==> src/rtl/shfp_pkg.sv <==
// ----------------------------------------------------------------------------
// shfp_pkg
// shared types, constants and packing for the sync header frame parser
// ----------------------------------------------------------------------------
package shfp_pkg;

  localparam int unsigned ByteW      = 8;
  localparam int unsigned PosW       = 5;
  localparam int unsigned PayloadLen = 13;
  localparam int unsigned ResultBits = 107;
  localparam int unsigned OutDataW   = 112;

  localparam logic [ByteW-1:0] SyncFirst  = 8'hAA;
  localparam logic [ByteW-1:0] SyncSecond = 8'h55;
  localparam logic [ByteW-1:0] FooterByte = 8'h5B;
  localparam logic [ByteW-1:0] ColorType  = 8'h03;

  localparam logic [PosW-1:0] PosHunt    = 5'd0;
  localparam logic [PosW-1:0] PosSync2   = 5'd1;
  localparam logic [PosW-1:0] PosFirstPl = 5'd2;
  localparam logic [PosW-1:0] PosLastPl  = 5'd14;
  localparam logic [PosW-1:0] PosCheck   = 5'd15;
  localparam logic [PosW-1:0] PosFooter  = 5'd16;

  typedef enum logic [1:0] {
    STATUS_GOOD         = 2'd0,
    STATUS_BAD_FOOTER   = 2'd1,
    STATUS_BAD_CHECKSUM = 2'd2
  } status_t;

  typedef struct packed {
    status_t     status;
    logic [7:0]  frame_type;
    logic [15:0] sequence_res;
    logic [7:0]  flags;
    logic signed [15:0] center_x;
    logic signed [15:0] center_y;
    logic [15:0] pixel_count;
    logic [15:0] rate_tenths;
    logic [7:0]  mean_level;
    logic        is_color_frame;
  } result_t;

  function automatic logic [OutDataW-1:0] pack_result(input result_t r);
    logic [OutDataW-1:0] d;
    d = '0;
    d[1:0]     = r.status;
    d[9:2]     = r.frame_type;
    d[25:10]   = r.sequence_res;
    d[33:26]   = r.flags;
    d[49:34]   = r.center_x;
    d[65:50]   = r.center_y;
    d[81:66]   = r.pixel_count;
    d[97:82]   = r.rate_tenths;
    d[105:98]  = r.mean_level;
    d[106]     = r.is_color_frame;
    return d;
  endfunction

endpackage

==> src/rtl/shfp_parser.sv <==
// ----------------------------------------------------------------------------
// shfp_parser
// input register, frame position tracking, payload store and frame judging
// ----------------------------------------------------------------------------
module shfp_parser
  import shfp_pkg::*;
(
  input  logic             clk,
  input  logic             rst,
  input  logic [ByteW-1:0] s_tdata,
  input  logic             s_tvalid,
  output logic             s_tready,
  input  logic             out_free,
  output logic             res_load,
  output result_t          res
);

  logic             in_valid;
  logic [ByteW-1:0] in_byte;
  logic [PosW-1:0]  byte_position;
  logic [PosW-1:0]  byte_position_next;
  logic [ByteW-1:0] payload_store [PayloadLen];
  logic [ByteW-1:0] running_xor;
  logic [ByteW-1:0] running_xor_next;
  logic [ByteW-1:0] check_byte;
  logic             at_footer;
  logic             advance;
  logic             is_payload;

  assign at_footer  = (byte_position == PosFooter);
  assign is_payload = (byte_position >= PosFirstPl) && (byte_position <= PosLastPl);
  assign advance    = in_valid && (!at_footer || out_free);
  assign s_tready   = !in_valid || advance;
  assign res_load   = in_valid && at_footer && out_free;

  always_ff @(posedge clk) begin
    if (rst) begin
      in_valid <= 1'b0;
    end else if (s_tready) begin
      in_valid <= s_tvalid;
    end
    if (s_tready && s_tvalid) begin
      in_byte <= s_tdata;
    end
  end

  always_comb begin
    byte_position_next = byte_position;
    running_xor_next   = running_xor;
    if (byte_position == PosSync2) begin
      if (in_byte == SyncSecond) begin
        running_xor_next   = '0;
        byte_position_next = PosFirstPl;
      end else begin
        byte_position_next = (in_byte == SyncFirst) ? PosSync2 : PosHunt;
      end
    end else if (is_payload) begin
      running_xor_next   = running_xor ^ in_byte;
      byte_position_next = byte_position + 5'd1;
    end else if (byte_position == PosCheck) begin
      byte_position_next = PosFooter;
    end else if (at_footer) begin
      byte_position_next = PosHunt;
    end else begin
      byte_position_next = (in_byte == SyncFirst) ? PosSync2 : PosHunt;
    end
  end

  always_ff @(posedge clk) begin
    if (rst) begin
      byte_position <= PosHunt;
      running_xor   <= '0;
    end else if (advance) begin
      byte_position <= byte_position_next;
      running_xor   <= running_xor_next;
    end
  end

  always_ff @(posedge clk) begin
    for (int i = 0; i < PayloadLen; i++) begin
      if (advance && byte_position == PosW'(i + 2)) begin
        payload_store[i] <= in_byte;
      end
    end
    if (advance && byte_position == PosCheck) begin
      check_byte <= in_byte;
    end
  end

  always_comb begin
    res = '0;
    if (in_byte != FooterByte) begin
      res.status = STATUS_BAD_FOOTER;
    end else if (check_byte != running_xor) begin
      res.status = STATUS_BAD_CHECKSUM;
    end else begin
      res.status         = STATUS_GOOD;
      res.frame_type     = payload_store[0];
      res.sequence_res   = {payload_store[2], payload_store[1]};
      res.flags          = payload_store[3];
      res.center_x       = {payload_store[5], payload_store[4]};
      res.center_y       = {payload_store[7], payload_store[6]};
      res.pixel_count    = {payload_store[9], payload_store[8]};
      res.rate_tenths    = {payload_store[11], payload_store[10]};
      res.mean_level     = payload_store[12];
      res.is_color_frame = (payload_store[0] == ColorType);
    end
  end

endmodule

==> src/rtl/shfp_out_reg.sv <==
// ----------------------------------------------------------------------------
// shfp_out_reg
// result register driving the output stream
// ----------------------------------------------------------------------------
module shfp_out_reg
  import shfp_pkg::*;
(
  input  logic                clk,
  input  logic                rst,
  input  logic                res_load,
  input  result_t             res,
  output logic                out_free,
  output logic [OutDataW-1:0] m_tdata,
  output logic                m_tvalid,
  input  logic                m_tready
);

  assign out_free = !m_tvalid || m_tready;

  always_ff @(posedge clk) begin
    if (rst) begin
      m_tvalid <= 1'b0;
    end else if (out_free) begin
      m_tvalid <= res_load;
    end
    if (res_load) begin
      m_tdata <= pack_result(res);
    end
  end

endmodule

==> src/rtl/sync_header_frame_parser_top.sv <==
// ----------------------------------------------------------------------------
// sync_header_frame_parser_top
// finds 0xAA 0x55 framed 17-byte packets, checks footer and xor, decodes fields
// ----------------------------------------------------------------------------
// the footer byte passes the input register, and its result is loaded into the output register
// one byte per cycle, held by output stalls at a footer; set by input reg and xor
// a result is produced only for the footer byte of a synchronized frame
// reset: synchronous rst returns the parser to header hunting, clears xor and
//   empties both register stages; the payload store is not cleared
module sync_header_frame_parser_top
  import shfp_pkg::*;
(
  input  logic                clk,
  input  logic                rst,
  input  logic [ByteW-1:0]    s_tdata,   // rx_byte[7:0]
  input  logic                s_tvalid,
  output logic                s_tready,
  output logic [OutDataW-1:0] m_tdata,   // status[1:0], frame_type[9:2],
                                         // sequence_res[25:10], flags[33:26],
                                         // center_x[49:34], center_y[65:50],
                                         // pixel_count[81:66], rate_tenths[97:82],
                                         // mean_level[105:98], is_color_frame[106]
  output logic                m_tvalid,
  input  logic                m_tready
);

  logic    out_free;
  logic    res_load;
  result_t res;

  shfp_parser u_parser (
    .clk      (clk),
    .rst      (rst),
    .s_tdata  (s_tdata),
    .s_tvalid (s_tvalid),
    .s_tready (s_tready),
    .out_free (out_free),
    .res_load (res_load),
    .res      (res)
  );

  shfp_out_reg u_out_reg (
    .clk      (clk),
    .rst      (rst),
    .res_load (res_load),
    .res      (res),
    .out_free (out_free),
    .m_tdata  (m_tdata),
    .m_tvalid (m_tvalid),
    .m_tready (m_tready)
  );

endmodule

==> config.mk <==
export PLATFORM = sky130hd
export DESIGN_NAME = sync_header_frame_parser_top
export DESIGN_NICKNAME = d
export VERILOG_FILES = /design/src/rtl/shfp_pkg.sv /design/src/rtl/shfp_parser.sv /design/src/rtl/shfp_out_reg.sv /design/src/rtl/sync_header_frame_parser_top.sv
export SDC_FILE = /design/constraint.sdc
export NUM_CORES = 1
export LEC_CHECK = 0
export BUFFER_PORTS_ARGS = -buffer_cell sky130_fd_sc_hd__buf_2
export CAP_MARGIN = 20
export CORE_UTILIZATION = 35
export CTS_CLUSTER_DIAMETER = 60
export DETAILED_ROUTE_END_ITERATION = 8
export PLACE_DENSITY = 0.64
export SKIP_CTS_REPAIR_TIMING = 1
export SYNTH_ARGS = -nofsm -noshare
export SYNTH_HDL_FRONTEND = slang
export SYNTH_SLANG_ARGS = --single-unit
export TNS_END_PERCENT = 10
==> constraint.sdc <==
create_clock -name clk -period 8 [get_ports clk]
set_input_delay 1.6 -clock clk [delete_from_list [all_inputs] [get_ports clk]]
set_output_delay 1.6 -clock clk [all_outputs]
set_load 0.05 [all_outputs]
==> impl_metrics.tcl <==
set metrics [dict create \
    drt_wl_total_mm 16.4 \
    grt_use_total_pct 12.8 \
    power_density_mw_per_mm2 245 \
    synth_top_family_by_area "simple AND/OR/NAND/NOR gates" \
    leakage_nw 3.37 \
    power.switching_uw 520 \
    routed_via_density 4.57 \
    sw_frac_of_total_pct 20.0 \
    crit_chain "buf_2, nor2b_1, nand3_1, buf_2" \
    ys_types 48 \
    dieArea_mm2 0.0260 \
    final_area_mm2 0.0106 \
    start_kind "input pin" \
    die_h_um 161 \
    io_pins 126 \
    setup_viol 0 \
    synthXorXnorAreaFrac_pct 0.789 \
    cts_buffer_depth 3 \
    period_share_pct 52.1 \
    worst_hold_slack_ps 516 \
    cp_top_family "simple AND/OR/NAND/NOR gates" \
    cpPeakStageDelay_ps 450 \
    cp_slowest_cell "nor2b_1" \
    slew_headroom_pct 33.4 \
    drive_gt1_share_pct 27.1 \
    cts_made_buffers 25 \
    antenna_left 0 \
    placed_area_mm2 0.00975 \
    synth_compound_area_share_pct 2.83 \
    setup_tns_ps 0 \
    synth_edf_count 227 \
    synth_cells 500 \
    ys_ff_latch 242 \
    diodes 0 \
    multiInputGateArea_mm2 0.00156 \
    avgSynthCellArea_um2 17.8 \
    finalClockSkew_ps 13.8 \
    status "finished clean" \
    core_mm2 0.0246 \
    criticalPathCategory "input pin to output port" \
    fmax_mhz 240 \
    nNetsFinal 651 \
    wire_per_inst_um 16.8 \
    final_max_slew_viol_count 0 \
    numClockSinks 242 \
    final_core_util_pct 43.2 \
    synth-main-ff-cell "edfxtp_1" \
    synthAdderAreaFrac_pct 0.705 \
    final_common_cell "edfxtp_1" \
    ir_drop_mv 0.138 \
    yosys_warnings 0 \
    seqCellArea_mm2 0.00712 \
    drc_errors 0 \
    required_ps 6400 \
    tightest_slew_ps 999 \
    path_clk_slew_ps 60 \
    clock_tree.root_cell "clkbuf_16" \
    reg2reg_depth 6 \
    p_int_mw 2.08 \
    port_buffers 120 \
    area.growth.synth_to_final_pct 19.7 \
    drtIter0Drc 282 \
    insertion_delay_ps 510 \
    synth_area_mm2 0.00888 \
    grt_max_degree 69 \
    combPwrFrac_pct 1.8 \
    holdCritPathClass "register to register" \
    synth.area.mux_share_pct 0 \
    cp_common_cell "buf_2" \
    rows 57 \
    critPathMaxFanout 6 \
    first_global_vias 4608 \
    htree_levels 1 \
    dp_hpwl_mm 10.3 \
    cp_num_buf_inv 2 \
    cap_viol_max_count 0 \
    first_pass_iters 4 \
    rsz0062_at_grt "false" \
    critPathCaptureType "output port" \
    seqPwrFrac_pct 54.6 \
    fillers 2179 \
    async_reset_ff_share_pct 0 \
    pwr-share-clk_pct 43.7 \
    whs_path_depth 1 \
    final-hold-violation-count 0 \
    stdcell_count 976 \
    gp_congestion 0.777 \
    period_minus_slack_ps 4170 \
    dp.cells 928 \
    dr_total_vias 4459 \
    cts_tree "built" \
    synthSimpleGateAreaFrac_pct 12.9 \
    worst-path-stages 4 \
    final_cell_mix "edfxtp_1, buf_2, and2_1" \
    die_w_um 161 \
    yosysSeqAreaShare_pct 80.2 \
    grt_pass1_wl_mm 25.3 \
    worstPathArrival_ps 2570 \
    antenna_found_initial 0 \
    start_util_pct 36.1 \
    globalRoute.totalOverflow 0 \
]
## power groups by stage
stage	Clock, mW	Sequential, mW	Combinational (mW)
6_report	1.14	1.42	0.0463
5_1_grt	1.21	1.42	0.0495
4_1_cts	1.16	1.42	0.0459
3_5_place_dp	0	1.45	0.0458
3_3_place_gp	0	1.45	0.0443
2_1_floorplan	0	1.44	0.0261
## final cells by class
class / count / area share, %
sequential: 242 / 67.0
multi-input combinational: 226 / 14.6
timing repair buffer: 127 / 6.45
clock buffer: 30 / 6.06
tap: 324 / 3.82
clock inverter: 15 / 1.63
inverter: 12 / 0.424
## through the flow
| step | worst slack (ps) | power [mW] |
|---|---|---|
| after global placement | 3840 | 1.49 |
| final | 3830 | 2.60 |
| after detailed placement | 3840 | 1.49 |
| after floorplan | 1280 | 1.47 |
| after CTS | 3840 | 2.63 |
| after global routing | 3740 | 2.68 |
## cell usage after synthesis, types with 2 or more instances
cell	instances	area share [%]
and3_1	4	0.28
nor4b_1	2	0.20
nor2_1	8	0.34
a21oi_1	4	0.23
nor4_1	7	0.49
clkbuf_1	7	0.30
o31ai_1	7	0.59
nand3_1	6	0.34
buf_4	8	0.68
nand4_1	3	0.21
a211oi_1	2	0.17
buf_6	8	1.0
nor3b_1	3	0.25
nand4b_1	2	0.20
dfxtp_1	15	3.4
ha_1	5	0.70
and4b_1	2	0.23
edfxtp_1	227	77
a41oi_1	7	0.69
nor2b_1	2	0.14
inv_1	12	0.51
and2_1	116	8.2
nand2b_1	3	0.21
nand2_1	6	0.25
nor3_1	4	0.23
xnor2_1	8	0.79
## per-layer routing
layer / track usage, % / part of all wire, %
met5: 0 / 0
met4: 4.80 / 1.8
met3: 2.34 / 5.2
met2: 21.8 / 49
met1: 16.1 / 44
## state kept, by name (all words and copies together) (netlist names)
name	count
m_tdata	96
u_out_reg.m_tdata	11
u_out_reg.m_tvalid	1
u_parser.byte_position	5
u_parser.check_byte	8
u_parser.in_byte	8
u_parser.in_valid	1
u_parser.payload_store	104
u_parser.running_xor	8
## cells by family after synthesis
| group | Yosys count |
|---|---|
| buf+inv | 36 |
| simple gates | 178 |
| other cells | 1 |
| fa+ha+maj | 5 |
| flops | 242 |
| xor+xnor | 8 |
| compound gates | 30 |
## worst paths after layout
path	start	end	slack, ps
max reg2reg	u_parser.in_byte[4]	u_out_reg.m_tdata[106]	5010
max	m_tready	s_tready	3830
min reg2reg	u_parser.payload_store[6][2]	m_tdata[52]	520
min	u_parser.payload_store[6][2]	m_tdata[52]	520
(Power assumes the default switching activity.)
